==> src/rtl/lnds_ram.sv <==
// Generic single-port-write, single-port-read RAM with registered read.
// Stand-alone; width and depth set by parameters.
module lnds_ram #(
  parameter int WIDTH = 8,
  parameter int DEPTH = 16
) (
  input  logic                     clk,
  input  logic                     wr_en,
  input  logic [$clog2(DEPTH)-1:0] wr_addr,
  input  logic [WIDTH-1:0]         wr_data,
  input  logic [$clog2(DEPTH)-1:0] rd_addr,
  output logic [WIDTH-1:0]         rd_data
);

  logic [WIDTH-1:0] mem [DEPTH];

  always_ff @(posedge clk) begin
    if (wr_en) begin
      mem[wr_addr] <= wr_data;
    end
    rd_data <= mem[rd_addr];
  end

endmodule
==> config.mk <==
export PLATFORM = sky130hd
export DESIGN_NAME = lnds_ram
export DESIGN_NICKNAME = d
export VERILOG_FILES = /design/src/rtl/lnds_ram.sv
export SDC_FILE = /design/constraint.sdc
export NUM_CORES = 1
export LEC_CHECK = 0
export ABC_CLOCK_PERIOD_IN_PS = 2500
export BUFFER_PORTS_ARGS = -buffer_cell sky130_fd_sc_hd__clkbuf_2
export CAP_MARGIN = 20
export CORE_ASPECT_RATIO = 2
export CORE_MARGIN = 5
export CORE_UTILIZATION = 60
export CTS_CLUSTER_SIZE = 28
export DETAILED_ROUTE_END_ITERATION = 8
export GPL_ROUTABILITY_DRIVEN = 0
export GPL_TIMING_DRIVEN = 1
export MAX_ROUTING_LAYER = met4
export PLACE_DENSITY = 0.75
export SLEW_MARGIN = 20
export SYNTH_ARGS = -nofsm -noshare
export SYNTH_HDL_FRONTEND = slang
export SYNTH_SLANG_ARGS = --single-unit
==> constraint.sdc <==
create_clock -name clk -period 2.5 [get_ports clk]
set_clock_uncertainty 0.05 [all_clocks]
set_input_delay 0.75 -clock clk [delete_from_list [all_inputs] [get_ports clk]]
set_output_delay 0.75 -clock clk [all_outputs]
set_load 0.01 [all_outputs]
==> results of run 1 <==
[cells by family after synthesis]
family | after synthesis | synth area share
DFF | 136 | 0.7778
and+or+nand+nor | 35 | 0.03184
muxes | 32 | 0.1502
AOI/OAI and AO/OA | 16 | 0.02334
buffers and inverters | 10 | 0.01677
[routing by layer]
layer | track usage | wire length [um] | vias up
met5 | - | 0 | -
met4 | 0.07097 | 104 | 0
met3 | 0.06415 | 398 | 6
met2 | 0.3853 | 6083 | 78
met1 | 0.2322 | 3272 | 1256
li1 | - | - | 1089
[final cells by class]
class                      instances  area [sq um]
clock buffer                      21         440.4
clock inverter                    11         133.9
fill                             493          2250
multi-input combinational         83          1057
sequential                       136          4004
tap                               98         122.6
timing repair buffer              49         342.8
[worst max-delay path: cells and delay by family]
| family | cells | cell delay, ns |
|---|---|---|
| AOI/OAI and AO/OA | 1 | 0.26 |
| buffers and inverters | 2 | 0.33 |
| muxes | 1 | 0.56 |
| and+or+nand+nor | 1 | 0.08 |
[placed cells by master (no fill, tap or decap), types with 2 or more instances in the layout]
master	n
buf_4	21
nand2b_1	2
clkinv_2	7
a22oi_1	16
clkbuf_1	4
nor3_1	4
clkbuf_16	17
nor2_1	13
clkbuf_2	25
buf_12	3
mux4_2	18
dfxtp_1	8
edfxtp_1	128
mux4_1	14
nand2_1	9
nand3b_1	2
bufinv_16	3
[where the power goes]
part / switching [mW] / internal [mW]
registers: 0.0167 / 2.55
clock network: 0.851 / 1.55
logic: 0.134 / 0.107
total: 1.00 / 4.21
[how the worst min path moves through the flow]
stage,cells past startpoint,end,slack [ns]
floorplan,3,rd_data[0]$_DFF_P_,0.58
global placement,3,rd_data[5]$_DFF_P_,0.60
detailed placement,3,rd_data[0]$_DFF_P_,0.62
CTS,3,rd_data[2]$_DFF_P_,0.63
global route,3,rd_data[2]$_DFF_P_,0.65
finish,3,rd_data[2]$_DFF_P_,0.62
[flip-flops by register name, summed over array words and instances (netlist names)]
name,cells
mem,128
rd_data,8
[stage by stage]
step | instance area, sq um | util
detailed placement | 5527 | 0.6618
floorplan | 5147 | -
global placement | 5527 | 0.6618
finish | 6101 | 0.7306
global route | 6101 | 0.7306
CTS | 6101 | 0.7306
[synth_stat cells, drive strengths merged]
master	number	area, sq um
nand2	9	33.78
or3b	1	8.760
nor3	4	20.02
nand3b	2	15.01
and2	1	6.260
edfxtp	128	3844
clkdlybuf4s25	3	30.03
nand3	1	5.000
and2b	1	7.510
nor2	13	48.80
mux4	32	773.2
nand2b	2	12.51
nor2b	1	6.260
buf	7	56.30
a22oi	16	120.1
dfxtp	8	160.2
==> impl_metrics.toml, run 1 <==
[yosys]
ys_warn_count = 0
ys_seq_area_frac = 0.7778
ys_ff_latch = 136
syn_avg_cell_area_sq_um = 22.48
syn-num-nets = 247
syn_area_sq_mm = 0.005147
postSynthCellCount = 229
synthDistinctLibCells = 19

[detailed_routing]
ant_nets = 0
drtIter0Drc = 223
via_per_inst = 6.103
drt_wl_total_mm = 9.858
drcViolationCount = 0
wl_per_cell_um = 24.77
num_vias = 2429
drtPass1Iterations = 4

[timing]
worstMarginPinSlew_ns = 0.4502
setup_tns_ns = 0
whs_ns = 0.6233
slew_violations = 0
rsz0062_at_grt = "no"
finalHoldViolCount = 0
fmax_mhz = 566.1
setup_viol = 0
fin_crit_sh = 0.7066
setup_ws_ns = 0.7335
slew_headroom = 0.6988
layout_min_cycle_time_ns = 1.767

[setup_path]
crit_path_end = "rd_data[5]$_DFF_P_"
crit_required_ns = 2.75
cp_slowest_stage_delay_ns = 0.56
cp-end-kind = "flop"
rr_startpoint = "mem[6][0]$_DFFE_PP_"
slowest_stage = "mux4_1"
r2r-end = "rd_data[0]$_DFF_P_"
critPathMaxFanout = 18
critical_path.cell_chain = "clkbuf_2 -> buf_12 -> mux4_1 -> a22oi_1 -> nand2_1"
r2r.worst_path.cells = 3
start_kind = "primary input"
path_class = "primary input to flop"
ff2ff_setup_slack_ns = 1.11
arrival_ns = 2.01
critPathLaunch = "rd_addr[0]"

[clocking]
postCtsResizedCells = 0
cts_tree = "built"
cts_buffer_depth = 2
clk_pin_slew_worst_paths_ns = 0.06
numCtsBuffers = 17
clock_latency_ns = 0.41
cts.root.buffer_cell = "clkbuf_16"
cts_setup_buffers = 0
htree_levels = 4
cts.sinks = 136
cts_hold_buf = 0

[layout]
diodes = 0
nets = 305
area_growth_pct = 18.52
finalNonFillerCells = 398
drive_gt1_frac = 0.3200

[global_routing]
grt_antenna_before_repair = 0
grt_use_total = 0.2208
first_global_vias = 2723
grt_pass1_wl_mm = 15.45
grt_start_max_net_pins = 33
overflow = 0

[floorplanning]
die_area_sq_mm = 0.01064
die_x_um = 75.50
rows = 47
start_util = 0.6164
fp.dieH_um = 141.0
pin_count = 26
core_sq_mm = 0.008351

[placement]
pre_cts_ws_ns = 0.3104
dp_hpwl_mm = 6.558
io_buffers = 25
placedCellCount = 366

[power_and_ir_drop]
worst_ir_drop_vdd_mv = 0.7412
leakagePower_nw = 2.127
fin_total_pwr_mw = 5.214
p_per_area_mw_per_mm2 = 854.7

[status]
status = "completed"

[hold_path]
min-delay-start = "mem[11][2]$_DFFE_PP_"
hold_path.class = "flop to flop"

[job]
cap_viol_max_count = 0
(Power assumes the default switching activity.)
==> run 2, diff against run 1 <==
--- a/config.mk
+++ b/config.mk
@@ -5,18 +5,18 @@
 export SDC_FILE = /design/constraint.sdc
 export NUM_CORES = 1
 export LEC_CHECK = 0
-export ABC_CLOCK_PERIOD_IN_PS = 2500
+export ABC_CLOCK_PERIOD_IN_PS = 1500
 export BUFFER_PORTS_ARGS = -buffer_cell sky130_fd_sc_hd__clkbuf_2
 export CAP_MARGIN = 20
 export CORE_ASPECT_RATIO = 2
 export CORE_MARGIN = 5
-export CORE_UTILIZATION = 60
+export CORE_UTILIZATION = 54
 export CTS_CLUSTER_SIZE = 28
 export DETAILED_ROUTE_END_ITERATION = 8
 export GPL_ROUTABILITY_DRIVEN = 0
 export GPL_TIMING_DRIVEN = 1
 export MAX_ROUTING_LAYER = met4
-export PLACE_DENSITY = 0.75
+export PLACE_DENSITY = 0.71
 export SLEW_MARGIN = 20
 export SYNTH_ARGS = -nofsm -noshare
 export SYNTH_HDL_FRONTEND = slang
==> constraint.sdc (replaced) <==
create_clock -name clk -period 1.5 [get_ports clk]
set_clock_uncertainty 0.05 [all_clocks]
set_input_delay 0.45 -clock clk [delete_from_list [all_inputs] [get_ports clk]]
set_output_delay 0.45 -clock clk [all_outputs]
set_load 0.01 [all_outputs]
==> impl_metrics.toml, run 2 (same netlist as run 1, synthesis figures left out) <==
[power_and_ir_drop]
p_per_area_mw_per_mm2 = 1428
power_frac_comb = 0.050
leakagePower_nw = 2.153
power.switching_mw = 1.738
p_int_mw = 7.252
worst_ir_drop_vdd_mv = 1.098
seqPwrFrac = 0.476
power_frac_clock = 0.474
fin_total_pwr_mw = 8.990
netSwitchingFraction = 0.1933

[layout]
diodes = 0
drive_gt1_frac = 0.4150
reg_top3 = "mem: 128 flops, rd_data: 8 flops"
nFillCells = 592
layout_commonest_cell = "edfxtp_1"
finalNonFillerCells = 410
seqCellArea_sq_mm = 0.004004
largest_reg_flops = 128
area_growth_pct = 22.34
multi_input_area_sq_mm = 0.001065
layout_common_cells = "edfxtp_1 (128), mux4_2 (31), clkbuf_2 (24)"
nets = 311
regMostFlops = "mem"

[setup_path]
critical_path.cell_chain = "buf_2 -> buf_12 -> mux4_2 -> a22oi_1 -> nand2_1"
path_class = "primary input to flop"
cp_top_family = "multiplexers"
crit_buf_inv = 2
cp-end-kind = "flop"
arrival_ns = 1.68
cp_slowest_stage_delay_ns = 0.51
critPathMaxFanout = 11
start_kind = "primary input"
slowest_stage = "mux4_2"
crit_required_ns = 1.73

[timing]
worstMarginPinSlew_ns = 0.8298
fmax_mhz = 691.3
layout_min_cycle_time_ns = 1.447
rsz0062_at_grt = "no"
finalHoldViolCount = 0
fin_crit_sh = 0.9644
slew_headroom = 0.4457
setup_viol = 0
slew_violations = 0
setup_ws_ns = 0.05344

[floorplanning]
fp.dieH_um = 148.1
core_sq_mm = 0.009321
die_area_sq_mm = 0.01170
pin_count = 26
die_x_um = 79.04
rows = 50
start_util = 0.5522

[detailed_routing]
drt_wl_total_mm = 9.605
num_vias = 2444
drcViolationCount = 0
wl_per_cell_um = 23.43
drtIter0Drc = 222
via_per_inst = 5.961
ant_nets = 0
drtPass1Iterations = 4

[clocking]
clk_pin_slew_worst_paths_ns = 0.06
htree_levels = 4
cts_buffer_depth = 2
cts_tree = "built"
cts.sinks = 136
cts_setup_buffers = 0
cts.root.buffer_cell = "clkbuf_16"
numCtsBuffers = 17
clock_latency_ns = 0.40

[global_routing]
grt_pass1_wl_mm = 15.50
grt_antenna_before_repair = 0
grt_use_total = 0.1927
overflow = 0
grt_start_max_net_pins = 17
first_global_vias = 2677

[placement]
pre_cts_ws_ns = -0.3752
io_buffers = 25
placedCellCount = 378
dp_hpwl_mm = 6.458

[status]
status = "completed"

[job]
cap_viol_max_count = 0

[hold_path]
hold_path.class = "primary input to flop"
-- run 2: cell types whose count changed in the layout (fill, tap and decap cells not counted), sizes merged --
cell | before | now
clkinvlp | 0 | 2
clkbuf | 46 | 45
clkinv | 8 | 4
inv | 0 | 2
buf | 24 | 31
-- run 2: worst register-to-register path, cell delays in order (launching register included) --
cell and delay [ns]:
edfxtp_1 0.38, mux4_2 0.48, a22oi_1 0.25, nand2_1 0.08
-- run 2: power groups by stage --
stage / combinational (mW) / clock (mW) / sequential (mW)
after floorplan: 0.242 / 0 / 4.36
after global placement: 0.443 / 0 / 4.35
after CTS: 0.459 / 4.32 / 4.28
final: 0.451 / 4.26 / 4.28
after global routing: 0.495 / 4.47 / 4.28
after detailed placement: 0.456 / 0 / 4.36
-- run 2: layout make-up --
| cell class | count | share of cell area |
|---|---|---|
| Clock buffer | 21 | 0.07630 |
| Clock inverter | 11 | 0.02265 |
| Sequential cell | 136 | 0.6358 |
| Timing Repair Buffer | 55 | 0.07550 |
| Multi-Input combinational cell | 83 | 0.1691 |
| Tap cell | 104 | 0.02066 |
-- run 2: layer usage --
metal,vias to the layer above,GRT usage,wire length [um],share of wire
li1,1088,-,-,-
met3,11,0.05152,284,0.030
met5,-,-,0,0
met1,1297,0.2214,3688,0.38
met2,48,0.3298,5519,0.57
met4,0,0.05680,112,0.012
-- run 2: timing repair --
| item | in CTS | in global routing |
|---|---|---|
| gates resized for setup | 0 | 2 |
| setup endpoints to repair | 0 | 3 |
| hold buffers | 0 | 0 |
-- run 2: worst paths after layout --
kind	start	end	slack, ns	depth (start not counted)
max	rd_addr[0]	rd_data[5]$_DFF_P_	0.05	5
min	wr_data[3]	mem[13][3]$_DFFE_PP_	0.41	1
max reg2reg	mem[3][5]$_DFFE_PP_	rd_data[5]$_DFF_P_	0.14	3
min reg2reg	mem[15][3]$_DFFE_PP_	rd_data[3]$_DFF_P_	0.63	3
-- run 2: per-stage QoR --
step                      hold slack, ns  setup TNS [ns]  instance area, sq um    util
after floorplan                   0.4989          -1.541                  5184       -
after global placement            0.6005          -15.13                  5669  0.6082
after detailed placement          0.6121          -17.42                  5669  0.6082
after CTS                         0.4065               0                  6292  0.6750
after global routing              0.4397               0                  6297  0.6756
final                             0.4140               0                  6297  0.6756
==> run 3, diff against run 2 <==
--- a/config.mk
+++ b/config.mk
@@ -8,7 +8,7 @@
 export ABC_CLOCK_PERIOD_IN_PS = 1500
 export BUFFER_PORTS_ARGS = -buffer_cell sky130_fd_sc_hd__clkbuf_2
 export CAP_MARGIN = 20
-export CORE_ASPECT_RATIO = 2
+export CORE_ASPECT_RATIO = 0.8
 export CORE_MARGIN = 5
 export CORE_UTILIZATION = 54
 export CTS_CLUSTER_SIZE = 28
@@ -21,3 +21,4 @@
 export SYNTH_ARGS = -nofsm -noshare
 export SYNTH_HDL_FRONTEND = slang
 export SYNTH_SLANG_ARGS = --single-unit
+export TNS_END_PERCENT = 5
==> impl_metrics.toml, run 3 (same netlist as run 1, synthesis figures left out) <==
[clocking]
cts_buffer_depth = 2
htree_levels = 4
clock_latency_ns = 0.41
numCtsBuffers = 17
cts_setup_buffers = 0
cts.root.buffer_cell = "clkbuf_16"
cts_tree = "built"
cts.sinks = 136
clk_pin_slew_worst_paths_ns = 0.05

[detailed_routing]
via_per_inst = 5.743
drtIter0Drc = 273
ant_nets = 0
num_vias = 2418
drcViolationCount = 0
drt_wl_total_mm = 9.886
drtPass1Iterations = 4
wl_per_cell_um = 23.48

[layout]
nFillCells = 591
drive_gt1_frac = 0.3431
layout_commonest_cell = "edfxtp_1"
multi_input_area_sq_mm = 0.001089
regMostFlops = "mem"
nets = 311
area_growth_pct = 20.86
finalNonFillerCells = 421
reg_top3 = "mem: 128 flops, rd_data: 8 flops"
largest_reg_flops = 128
seqCellArea_sq_mm = 0.004004
diodes = 0
layout_common_cells = "edfxtp_1 (128), clkbuf_2 (25), buf_4 (22)"

[hold_path]
hold_path.class = "primary input to flop"

[floorplanning]
core_sq_mm = 0.009193
start_util = 0.5600
fp.dieH_um = 97.33
rows = 31
die_x_um = 119.2
die_area_sq_mm = 0.01160
pin_count = 26

[timing]
setup_viol = 0
slew_violations = 0
worstMarginPinSlew_ns = 0.7966
setup_tns_ns = 0
fmax_mhz = 691.7
layout_min_cycle_time_ns = 1.446
rsz0062_at_grt = "yes"
finalHoldViolCount = 0
whs_ns = 0.4164
fin_crit_sh = 0.9639
setup_ws_ns = 0.05422
slew_headroom = 0.4678

[placement]
pre_cts_ws_ns = -0.4210
io_buffers = 25
placedCellCount = 389
dp_hpwl_mm = 6.440

[setup_path]
critical_path.cell_chain = "clkbuf_2"
arrival_ns = 0.95
path_class = "flop to output port"
crit_required_ns = 1.00
start_kind = "flop"
critPathMaxFanout = 1
rr_startpoint = "mem[11][6]$_DFFE_PP_"
r2r.worst_path.cells = 3
crit_buf_inv = 1
ff2ff_setup_slack_ns = 0.13
cp_top_family = "flip-flops"
critPathLaunch = "rd_data[5]$_DFF_P_"
slowest_stage = "dfxtp_1"
r2r-end = "rd_data[6]$_DFF_P_"
cp_slowest_stage_delay_ns = 0.38
cp-end-kind = "output port"
crit_path_end = "rd_data[5]"
worst-path-stages = 1

[global_routing]
grt_use_total = 0.1890
grt_start_max_net_pins = 17
grt_pass1_wl_mm = 15.12
first_global_vias = 2507
overflow = 0
grt_antenna_before_repair = 0

[power_and_ir_drop]
leakagePower_nw = 2.153
fin_total_pwr_mw = 8.562
p_per_area_mw_per_mm2 = 1376
worst_ir_drop_vdd_mv = 1.149

[status]
status = "completed"

[job]
cap_viol_max_count = 0
-- run 3: cell type report --
cell class | count | share of cell area
sequential | 136 | 0.6436
timing repair buffer | 55 | 0.06959
clock buffer | 28 | 0.08146
clock inverter | 4 | 0.007241
tap | 115 | 0.02313
multi-input combinational | 83 | 0.1750
-- run 3: power breakdown --
part | leakage, nW | switching, mW | internal [mW]
registers | 1.22 | 0.0282 | 4.25
clock network | 0.272 | 1.40 | 2.45
logic | 0.657 | 0.235 | 0.197
total | 2.15 | 1.66 | 6.90
-- run 3: worst reg2reg max path: stages, from the launching register on --
cell      delay [ns]
edfxtp_1        0.36
mux4_2          0.48
a22oi_1         0.27
nand2_1         0.09
-- run 3: worst min-delay path by stage --
| stage | endpoint | cells after the start | startpoint |
|---|---|---|---|
| 2_1_floorplan | mem[0][0]$_DFFE_PP_ | 0 | wr_data[0] |
| 3_3_place_gp | rd_data[6]$_DFF_P_ | 3 | mem[6][6]$_DFFE_PP_ |
| 3_5_place_dp | rd_data[4]$_DFF_P_ | 3 | mem[12][4]$_DFFE_PP_ |
| 4_1_cts | mem[4][5]$_DFFE_PP_ | 1 | wr_data[5] |
| 5_1_grt | mem[3][5]$_DFFE_PP_ | 1 | wr_data[5] |
| 6_report | mem[15][5]$_DFFE_PP_ | 1 | wr_data[5] |
-- run 3: metal layers --
| metal | GRT usage | vias up | share of wire | wire length, um |
|---|---|---|---|---|
| met3 | 0.06461 | 6 | 0.061 | 606 |
| met5 | - | - | 0 | 0 |
| met1 | 0.2636 | 1241 | 0.46 | 4526 |
| met4 | 0.05343 | 0 | 0.0074 | 73 |
| li1 | - | 1102 | - | - |
| met2 | 0.2683 | 69 | 0.47 | 4681 |
-- run 3: through the flow --
step,area [sq um],utilization
floorplan,5174,-
global placement,5657,0.6154
detailed placement,5657,0.6154
CTS,6213,0.6759
global route,6221,0.6767
finish,6221,0.6767
-- run 3: repair_timing --
action                     in CTS  in global routing
setup endpoints to repair       1                  3
hold buffers                    0                  0
gates resized for setup         1                  2
